**config.mk**
```make
export PLATFORM = sky130hd
export DESIGN_NAME = coordinate_barcode_parser_flat
export DESIGN_NICKNAME = d
export VERILOG_FILES = /design/src/cbp_pkg.sv /design/src/cbp_req_if.sv /design/src/cbp_rsp_if.sv /design/src/coordinate_barcode_parser.sv /design/src/flat_wrapper.sv
export SDC_FILE = /design/constraint.sdc
export NUM_CORES = 1
export LEC_CHECK = 0
export BUFFER_PORTS_ARGS = -buffer_cell sky130_fd_sc_hd__clkbuf_2
export CAP_MARGIN = 20
export CELL_PAD_IN_SITES_DETAIL_PLACEMENT = 0
export CELL_PAD_IN_SITES_GLOBAL_PLACEMENT = 1
export CORE_UTILIZATION = 47
export DETAILED_ROUTE_END_ITERATION = 10
export GPL_TIMING_DRIVEN = 0
export PLACE_DENSITY = 0.89
export RECOVER_POWER = 50
export SETUP_SLACK_MARGIN = 0.2
export SLEW_MARGIN = 40
export SYNTH_ARGS = -nofsm -noshare
export SYNTH_HDL_FRONTEND = slang
export SYNTH_SLANG_ARGS = --single-unit
```
**constraint.sdc**
```tcl
create_clock -name clock -period 6 [get_ports clock]
set_input_delay 0.9 -clock clock [delete_from_list [all_inputs] [get_ports clock]]
set_output_delay 0.9 -clock clock [all_outputs]
set_load 0.03 [all_outputs]
```
**src/cbp_pkg.sv**
```systemverilog
`timescale 1ns / 1ps
package cbp_pkg;

   typedef enum logic [2:0] {
      PH_PREFIX = 3'd0,
      PH_ROW    = 3'd1,
      PH_COL    = 3'd2,
      PH_TAIL   = 3'd3,
      PH_FAIL   = 3'd4
   } phase_type;

   localparam int unsigned PREFIX_LEN = 8;

   localparam logic [7:0] CHAR_UNDERSCORE = 8'h5F;
   localparam logic [7:0] CHAR_HYPHEN     = 8'h2D;
   localparam logic [7:0] CHAR_ZERO       = 8'h30;
   localparam logic [7:0] CHAR_NINE       = 8'h39;

   localparam logic [31:0] ACC_LIMIT       = 32'd429496729;
   localparam logic [3:0]  ACC_LIMIT_DIGIT = 4'd5;

   function automatic logic [7:0] prefix_char(input logic [2:0] pos);
      logic [7:0] c;
      case (pos)
         3'd0:    c = 8'h73;
         3'd1:    c = 8'h5F;
         3'd2:    c = 8'h30;
         3'd3:    c = 8'h30;
         3'd4:    c = 8'h32;
         3'd5:    c = 8'h75;
         3'd6:    c = 8'h6D;
         3'd7:    c = 8'h5F;
         default: c = 8'h00;
      endcase
      return c;
   endfunction

endpackage

```
**src/cbp_req_if.sv**
```systemverilog
`timescale 1ns / 1ps
interface cbp_req_if;
   logic       valid;
   logic       ready;
   logic [7:0] char_code;
   logic       is_last;

   modport source (output valid, output char_code, output is_last, input ready);
   modport sink   (input valid, input char_code, input is_last, output ready);
endinterface

```
**src/cbp_rsp_if.sv**
```systemverilog
`timescale 1ns / 1ps
interface cbp_rsp_if;
   logic        valid;
   logic        ready;
   logic        parse_ok;
   logic [31:0] row_number;
   logic [31:0] column_number;

   modport source (output valid, output parse_ok, output row_number,
                   output column_number, input ready);
   modport sink   (input valid, input parse_ok, input row_number,
                   input column_number, output ready);
endinterface

```
**src/coordinate_barcode_parser.sv**
```systemverilog
`timescale 1ns / 1ps
// Coordinate barcode parser.
// req_chan carries one barcode character per transaction (char_code) and
// is_last on the final character. The barcode must open with the fixed
// eight-character prefix held in cbp_pkg::prefix_char, then a decimal row
// ended by '_', then a decimal column ended by '-' or by the end; anything
// after the hyphen is ignored.
// rsp_chan carries one transaction per barcode, after its last character:
// parse_ok, row_number and column_number (both zero when parse_ok is 0).
// Throughput: one character per cycle while no finished result waits on a stalled
// receiver, set by the single parse stage (a compare plus a multiply-by-ten
// accumulate between the input register and the parser state and result registers).
// The last character is held in the input register; the result register loads
// from it when the parse stage proceeds, and drives the result transaction.
// When the receiver stalls, the result register holds; characters keep
// flowing until a second last character reaches the parse stage, which then
// waits and backs req_chan.ready off.
// Reset (synchronous, active high) empties both registers and returns the
// parser to prefix matching at the start of a barcode.
module coordinate_barcode_parser (
   input  logic      clock,
   input  logic      reset,
   cbp_req_if.sink   req_chan,
   cbp_rsp_if.source rsp_chan
);

   logic       in_valid_ff, in_valid_in;
   logic [7:0] in_char_ff;
   logic       in_last_ff;

   cbp_pkg::phase_type phase_ff, phase_in;
   logic [2:0]  pos_ff, pos_in;
   logic [31:0] row_ff, row_in;
   logic [31:0] col_ff, col_in;
   logic        row_seen_ff, row_seen_in;
   logic        col_seen_ff, col_seen_in;
   logic        ovf_ff, ovf_in;

   logic        rsp_valid_ff, rsp_valid_in;
   logic        rsp_ok_ff;
   logic [31:0] rsp_row_ff;
   logic [31:0] rsp_col_ff;

   logic        in_fire;
   logic        proceed;
   logic        is_digit;
   logic [3:0]  digit;
   logic [31:0] acc_sel;
   logic [31:0] acc_next;
   logic        acc_ovf;
   logic        ok;

   assign in_fire = req_chan.valid && req_chan.ready;
   assign proceed = in_valid_ff && (!in_last_ff || !rsp_valid_ff || rsp_chan.ready);
   assign req_chan.ready = !in_valid_ff || proceed;

   always_comb begin
      in_valid_in = in_valid_ff;
      if (in_fire) begin
         in_valid_in = 1'b1;
      end else if (proceed) begin
         in_valid_in = 1'b0;
      end
   end

   always_ff @(posedge clock) begin
      if (reset) begin
         in_valid_ff <= 1'b0;
      end else begin
         in_valid_ff <= in_valid_in;
      end
   end

   always_ff @(posedge clock) begin
      if (in_fire) begin
         in_char_ff <= req_chan.char_code;
         in_last_ff <= req_chan.is_last;
      end
   end

   assign is_digit = in_char_ff inside {[cbp_pkg::CHAR_ZERO:cbp_pkg::CHAR_NINE]};
   assign digit    = in_char_ff[3:0];
   assign acc_sel  = (phase_ff == cbp_pkg::PH_COL) ? col_ff : row_ff;
   assign acc_ovf  = (acc_sel > cbp_pkg::ACC_LIMIT) ||
                     ((acc_sel == cbp_pkg::ACC_LIMIT) && (digit > cbp_pkg::ACC_LIMIT_DIGIT));
   assign acc_next = {acc_sel[28:0], 3'b000} + {acc_sel[30:0], 1'b0} + {28'd0, digit};

   always_comb begin
      phase_in    = phase_ff;
      pos_in      = pos_ff;
      row_in      = row_ff;
      col_in      = col_ff;
      row_seen_in = row_seen_ff;
      col_seen_in = col_seen_ff;
      ovf_in      = ovf_ff;
      case (phase_ff)
         cbp_pkg::PH_PREFIX: begin
            if (in_char_ff == cbp_pkg::prefix_char(pos_ff)) begin
               pos_in = pos_ff + 3'd1;
               if (pos_ff == 3'(cbp_pkg::PREFIX_LEN - 1)) begin
                  phase_in = cbp_pkg::PH_ROW;
               end
            end else begin
               phase_in = cbp_pkg::PH_FAIL;
            end
         end
         cbp_pkg::PH_ROW: begin
            if (in_char_ff == cbp_pkg::CHAR_UNDERSCORE) begin
               phase_in = row_seen_ff ? cbp_pkg::PH_COL : cbp_pkg::PH_FAIL;
            end else if (is_digit) begin
               row_seen_in = 1'b1;
               if (acc_ovf) begin
                  ovf_in = 1'b1;
               end else begin
                  row_in = acc_next;
               end
            end else begin
               phase_in = cbp_pkg::PH_FAIL;
            end
         end
         cbp_pkg::PH_COL: begin
            if (in_char_ff == cbp_pkg::CHAR_HYPHEN) begin
               phase_in = col_seen_ff ? cbp_pkg::PH_TAIL : cbp_pkg::PH_FAIL;
            end else if (is_digit) begin
               col_seen_in = 1'b1;
               if (acc_ovf) begin
                  ovf_in = 1'b1;
               end else begin
                  col_in = acc_next;
               end
            end else begin
               phase_in = cbp_pkg::PH_FAIL;
            end
         end
         cbp_pkg::PH_TAIL: begin
            phase_in = cbp_pkg::PH_TAIL;
         end
         default: begin
            phase_in = cbp_pkg::PH_FAIL;
         end
      endcase
   end

   assign ok = ((phase_in == cbp_pkg::PH_TAIL) ||
                ((phase_in == cbp_pkg::PH_COL) && col_seen_in)) && !ovf_in;

   always_ff @(posedge clock) begin
      if (reset) begin
         phase_ff    <= cbp_pkg::PH_PREFIX;
         pos_ff      <= 3'd0;
         row_ff      <= 32'd0;
         col_ff      <= 32'd0;
         row_seen_ff <= 1'b0;
         col_seen_ff <= 1'b0;
         ovf_ff      <= 1'b0;
      end else if (proceed) begin
         if (in_last_ff) begin
            phase_ff    <= cbp_pkg::PH_PREFIX;
            pos_ff      <= 3'd0;
            row_ff      <= 32'd0;
            col_ff      <= 32'd0;
            row_seen_ff <= 1'b0;
            col_seen_ff <= 1'b0;
            ovf_ff      <= 1'b0;
         end else begin
            phase_ff    <= phase_in;
            pos_ff      <= pos_in;
            row_ff      <= row_in;
            col_ff      <= col_in;
            row_seen_ff <= row_seen_in;
            col_seen_ff <= col_seen_in;
            ovf_ff      <= ovf_in;
         end
      end
   end

   always_comb begin
      rsp_valid_in = rsp_valid_ff;
      if (proceed && in_last_ff) begin
         rsp_valid_in = 1'b1;
      end else if (rsp_chan.ready) begin
         rsp_valid_in = 1'b0;
      end
   end

   always_ff @(posedge clock) begin
      if (reset) begin
         rsp_valid_ff <= 1'b0;
      end else begin
         rsp_valid_ff <= rsp_valid_in;
      end
   end

   always_ff @(posedge clock) begin
      if (proceed && in_last_ff) begin
         rsp_ok_ff  <= ok;
         rsp_row_ff <= ok ? row_in : 32'd0;
         rsp_col_ff <= ok ? col_in : 32'd0;
      end
   end

   assign rsp_chan.valid         = rsp_valid_ff;
   assign rsp_chan.parse_ok      = rsp_ok_ff;
   assign rsp_chan.row_number    = rsp_row_ff;
   assign rsp_chan.column_number = rsp_col_ff;

endmodule

```
**src/flat_wrapper.sv**
```systemverilog
// flat-port wrapper written by rule: the top's interface ports become plain ports
module coordinate_barcode_parser_flat 
  (clock, reset, req_chan_valid, req_chan_char_code, req_chan_is_last, req_chan_ready, rsp_chan_valid, rsp_chan_parse_ok, rsp_chan_row_number, rsp_chan_column_number, rsp_chan_ready);
  cbp_req_if req_chan_i ();
  cbp_rsp_if rsp_chan_i ();
  input  logic clock;
  input  logic reset;
  input wire logic [$bits(req_chan_i.valid)-1:0] req_chan_valid;
  input wire logic [$bits(req_chan_i.char_code)-1:0] req_chan_char_code;
  input wire logic [$bits(req_chan_i.is_last)-1:0] req_chan_is_last;
  output wire logic [$bits(req_chan_i.ready)-1:0] req_chan_ready;
  output wire logic [$bits(rsp_chan_i.valid)-1:0] rsp_chan_valid;
  output wire logic [$bits(rsp_chan_i.parse_ok)-1:0] rsp_chan_parse_ok;
  output wire logic [$bits(rsp_chan_i.row_number)-1:0] rsp_chan_row_number;
  output wire logic [$bits(rsp_chan_i.column_number)-1:0] rsp_chan_column_number;
  input wire logic [$bits(rsp_chan_i.ready)-1:0] rsp_chan_ready;
  assign req_chan_i.valid = req_chan_valid;
  assign req_chan_i.char_code = req_chan_char_code;
  assign req_chan_i.is_last = req_chan_is_last;
  assign req_chan_ready = req_chan_i.ready;
  assign rsp_chan_valid = rsp_chan_i.valid;
  assign rsp_chan_parse_ok = rsp_chan_i.parse_ok;
  assign rsp_chan_row_number = rsp_chan_i.row_number;
  assign rsp_chan_column_number = rsp_chan_i.column_number;
  assign rsp_chan_i.ready = rsp_chan_ready;
  coordinate_barcode_parser u_core (.clock(clock), .reset(reset), .req_chan(req_chan_i), .rsp_chan(rsp_chan_i));
endmodule
```
==> flow_metrics.py <==
metrics = {
    "status": {
        "outcome": "finished, violations left",
        "failed_checks": "max-capacitance violations, max-slew violations",
    },
    "floorplan": {
        "die_area_sq_mm": 0.0197,
        "die_h_um": 140,
        "start_util_pct": 48.0,
        "fp.dieW_um": 140,
        "core_region_area_sq_mm": 0.0188,
        "pin_count": 80,
        "rows": 50,
    },
    "setup_path": {
        "critPathMaxFanout": 10,
        "rr_worst_depth": 17,
        "cp.required_ps": 6170,
        "r2r-start": "u_core.phase_ff[1]$_SDFFE_PP0P_",
        "crit_arrival_ps": 5680,
        "critPathLaunchType": "flip-flop",
        "end_kind": "flip-flop",
        "path_class": "reg -> reg",
        "timing.rr.end": "u_core.rsp_chan.column_number[29]$_SDFFCE_PN0P_",
        "r2r_slack_ps": 490,
    },
    "cts": {
        "tritoncts": "done",
        "cts_buffers": 17,
        "clk_pin_slew_ps": 70,
        "cts-root-buf": "clkbuf_16",
        "htree_levels": 4,
        "insertion_delay_ps": 430,
        "cts_sinks": 155,
        "cts_hold_buf": 0,
        "clk_path_buf_depth": 2,
    },
    "synth": {
        "synthMuxAreaShare_pct": 4.11,
        "syn_avg_cell_area_sq_um": 9.71,
        "synth-xor-area-share_pct": 3.11,
        "ys_seq_area_share_pct": 42.7,
        "netlist_instances": 927,
        "synthAdderAreaFrac_pct": 9.12,
        "synth.distinct_cells": 76,
        "yosys.area_share.simple_pct": 17.4,
        "yosysWarnings": 0,
        "synth_edf_count": 74,
        "ys_async_sr_fraction_pct": 0,
        "synth-main-ff-cell": "dfxtp_1",
        "synth_seq_cells": 155,
        "synth_top_family_by_area": "compound AO/OA/AOI/OAI gates",
        "synth_compound_area_share_pct": 20.0,
        "syn_area_sq_mm": 0.00900,
        "syn_nets": 1005,
    },
    "global_routing": {
        "grt_usage_pct": 24.6,
        "grt_first_pass_wirelength_mm": 37.4,
        "grt_overflow": 0,
        "antenna_found_initial": 0,
        "grt_max_degree": 41,
        "grt_pass1_vias": 6895,
    },
    "worst_hold_path": {
        "hold_depth": 1,
        "min_from": "u_core.ovf_ff$_SDFFE_PP0P_",
        "min_path_type": "reg -> reg",
        "worstHoldEndpoint": "u_core.ovf_ff$_SDFFE_PP0P_",
    },
    "placement": {
        "place_worst_setup_slack_ps": -17.8,
        "io_buffer_count": 78,
        "gp_congestion": 0.929,
        "hpwlAfterDp_mm": 17.6,
    },
    "routing": {
        "drt_drc_violations_left": 0,
        "viasPerCell": 5.91,
        "dr.pass1.iters": 7,
        "vias": 7521,
        "drt_iter0_drc": 723,
        "final_antenna_net_count": 0,
        "wirelength_mm": 23.7,
        "wl_per_cell_um": 18.6,
    },
    "layout": {
        "final_core_util_pct": 54.6,
        "layout.nets": 1103,
        "syn_to_final_growth_pct": 13.8,
        "final_layout_size_suffix_gt1_share_pct": 9.25,
        "diodes": 0,
    },
    "timing": {
        "setup_ws_ps": 492,
        "rsz0062_at_grt": "true",
        "drv_slew": 72,
        "skew_ps": 9.92,
        "fmax_mhz": 182,
        "period_needed_ps": 5510,
        "slew-limit-headroom_pct": -47.0,
        "fin_crit_sh_pct": 91.8,
        "finalHoldViolations": 0,
        "setup_violations": 0,
        "tightest_slew_ps": 2210,
        "setup_tns_ps": 0,
    },
    "power": {
        "p_total_mw": 2.29,
        "p_leak_nw": 4.09,
        "p_per_area_mw_per_mm2": 223,
        "peakVddDrop_v": 0.000203,
    },
    "run": {
        "maxCapViolations": 2,
    },
}
[cells in the final DEF (no fill, tap or decap), types with 17 or more instances in the layout]
cell | Yosys | layout
edfxtp_1 | 74 | 74
xnor2_1 | 19 | 18
a22o_1 | 55 | 55
clkbuf_1 | 17 | 84
o21ai_0 | 49 | 49
mux2i_1 | 37 | 36
ha_1 | 64 | 64
nand2_1 | 140 | 140
a21oi_1 | 61 | 61
clkbuf_16 | 0 | 17
dfxtp_1 | 81 | 81
nor2_1 | 79 | 79
[final cells by class]
type                       instances  area, sq um
clock inverter                    15          179
sequential                       155         3840
buffer                            44          272
clock buffer                      17          425
inverter                          15         56.3
tap                              234          293
fill                            1739         8520
multi-input combinational        713         4870
timing repair buffer              79          312
[worst max-delay path, cell delays in order (launching register included)]
cell and delay (ps):
dfxtp_1 480, nor3b_4 420, clkbuf_2 370, buf_2 320, mux2i_2 380, xor2_1 120
ha_1 190, o21bai_1 150, ha_1 360, o21ai_0 110, or2_2 330, o2111ai_1 430
nand3_1 260, a21oi_1 380, nor4_1 150, o31ai_2 410, nor3_1 100, a221o_1 290
[power by group]
part           internal [mW]  switching [mW]
sequential              1.11         0.00722
combinational         0.0166          0.0391
clock                  0.631           0.485
total                   1.76           0.531
[state kept, by name, summed over array words and instances (netlist names), named ones only]
register / cells
u_core.in_last_ff: 1
u_core.row_ff: 32
u_core.row_seen_ff: 1
u_core.phase_ff: 3
u_core.col_seen_ff: 1
u_core.in_valid_ff: 1
u_core.pos_ff: 3
u_core.rsp_chan.row_number: 32
u_core.col_ff: 32
u_core.ovf_ff: 1
u_core.in_char_ff: 8
u_core.rsp_chan.column_number: 32
u_core.rsp_chan.parse_ok: 1
u_core.rsp_chan.valid: 1
[cells by family after synthesis]
family / count (synthesis)
and+or+nand+nor: 324
AOI/OAI and AO/OA: 255
DFF: 155
adders and majority gates: 65
buffers and inverters: 59
muxes: 37
xor gates and xnor gates: 32
[through the flow]
stage                     hold slack, ps  instances  instance area (sq um)
after global routing                 506       1272                  10200
after CTS                            470       1272                  10300
final                                465       1272                  10200
after floorplan                      433        927                   9000
after detailed placement             453       1240                   9720
after global placement               442       1239                   9690
[worst max path at each step]
stage | startpoint | to | slack, ps | depth (start not counted)
detailed placement | u_core.phase_ff[1]$_SDFFE_PP0P_ | u_core.rsp_chan.column_number[30]$_SDFFCE_PN0P_ | -20 | 16
finish | u_core.phase_ff[1]$_SDFFE_PP0P_ | u_core.rsp_chan.column_number[29]$_SDFFCE_PN0P_ | 490 | 17
CTS | u_core.phase_ff[1]$_SDFFE_PP0P_ | u_core.rsp_chan.column_number[29]$_SDFFCE_PN0P_ | 360 | 17
floorplan | u_core.phase_ff[0]$_SDFFE_PP0P_ | u_core.rsp_chan.column_number[28]$_SDFFCE_PN0P_ | 1400 | 18
global route | u_core.phase_ff[1]$_SDFFE_PP0P_ | u_core.rsp_chan.column_number[29]$_SDFFCE_PN0P_ | 160 | 17
global placement | u_core.phase_ff[1]$_SDFFE_PP0P_ | u_core.rsp_chan.column_number[30]$_SDFFCE_PN0P_ | -40 | 16
[repair_timing]
action                                  4_1_cts  5_1_grt
resized for setup                             4        5
endpoints found under the setup margin       13       11
buffers inserted                              0        0
[per-layer routing]
layer | vias up | routed length (um) | share of wire, % | GRT usage, %
met5 | - | 0 | 0 | 0
met3 | 30 | 1250 | 5.3 | 3.66
met4 | 0 | 414 | 1.7 | 7.92
li1 | 3659 | - | - | -
met1 | 3568 | 11400 | 48 | 35.7
met2 | 264 | 10700 | 45 | 37.3
[cell usage after synthesis, drive strengths merged (13+ instances only)]
cell      n  area [sq um]
xnor2    19           166
dfxtp    81          1620
clkbuf   17          63.8
nor2     80           308
mux2i    37           370
inv      15          56.3
nand3    14          70.1
ha       64           801
a21oi    62           322
edfxtp   74          2220
nor3     17          96.4
buf      27           206
a22o     55           482
o21ai    51           263
nand2   140           526
xor2     13           114
Note: power is estimated with default switching activity, not from simulation.
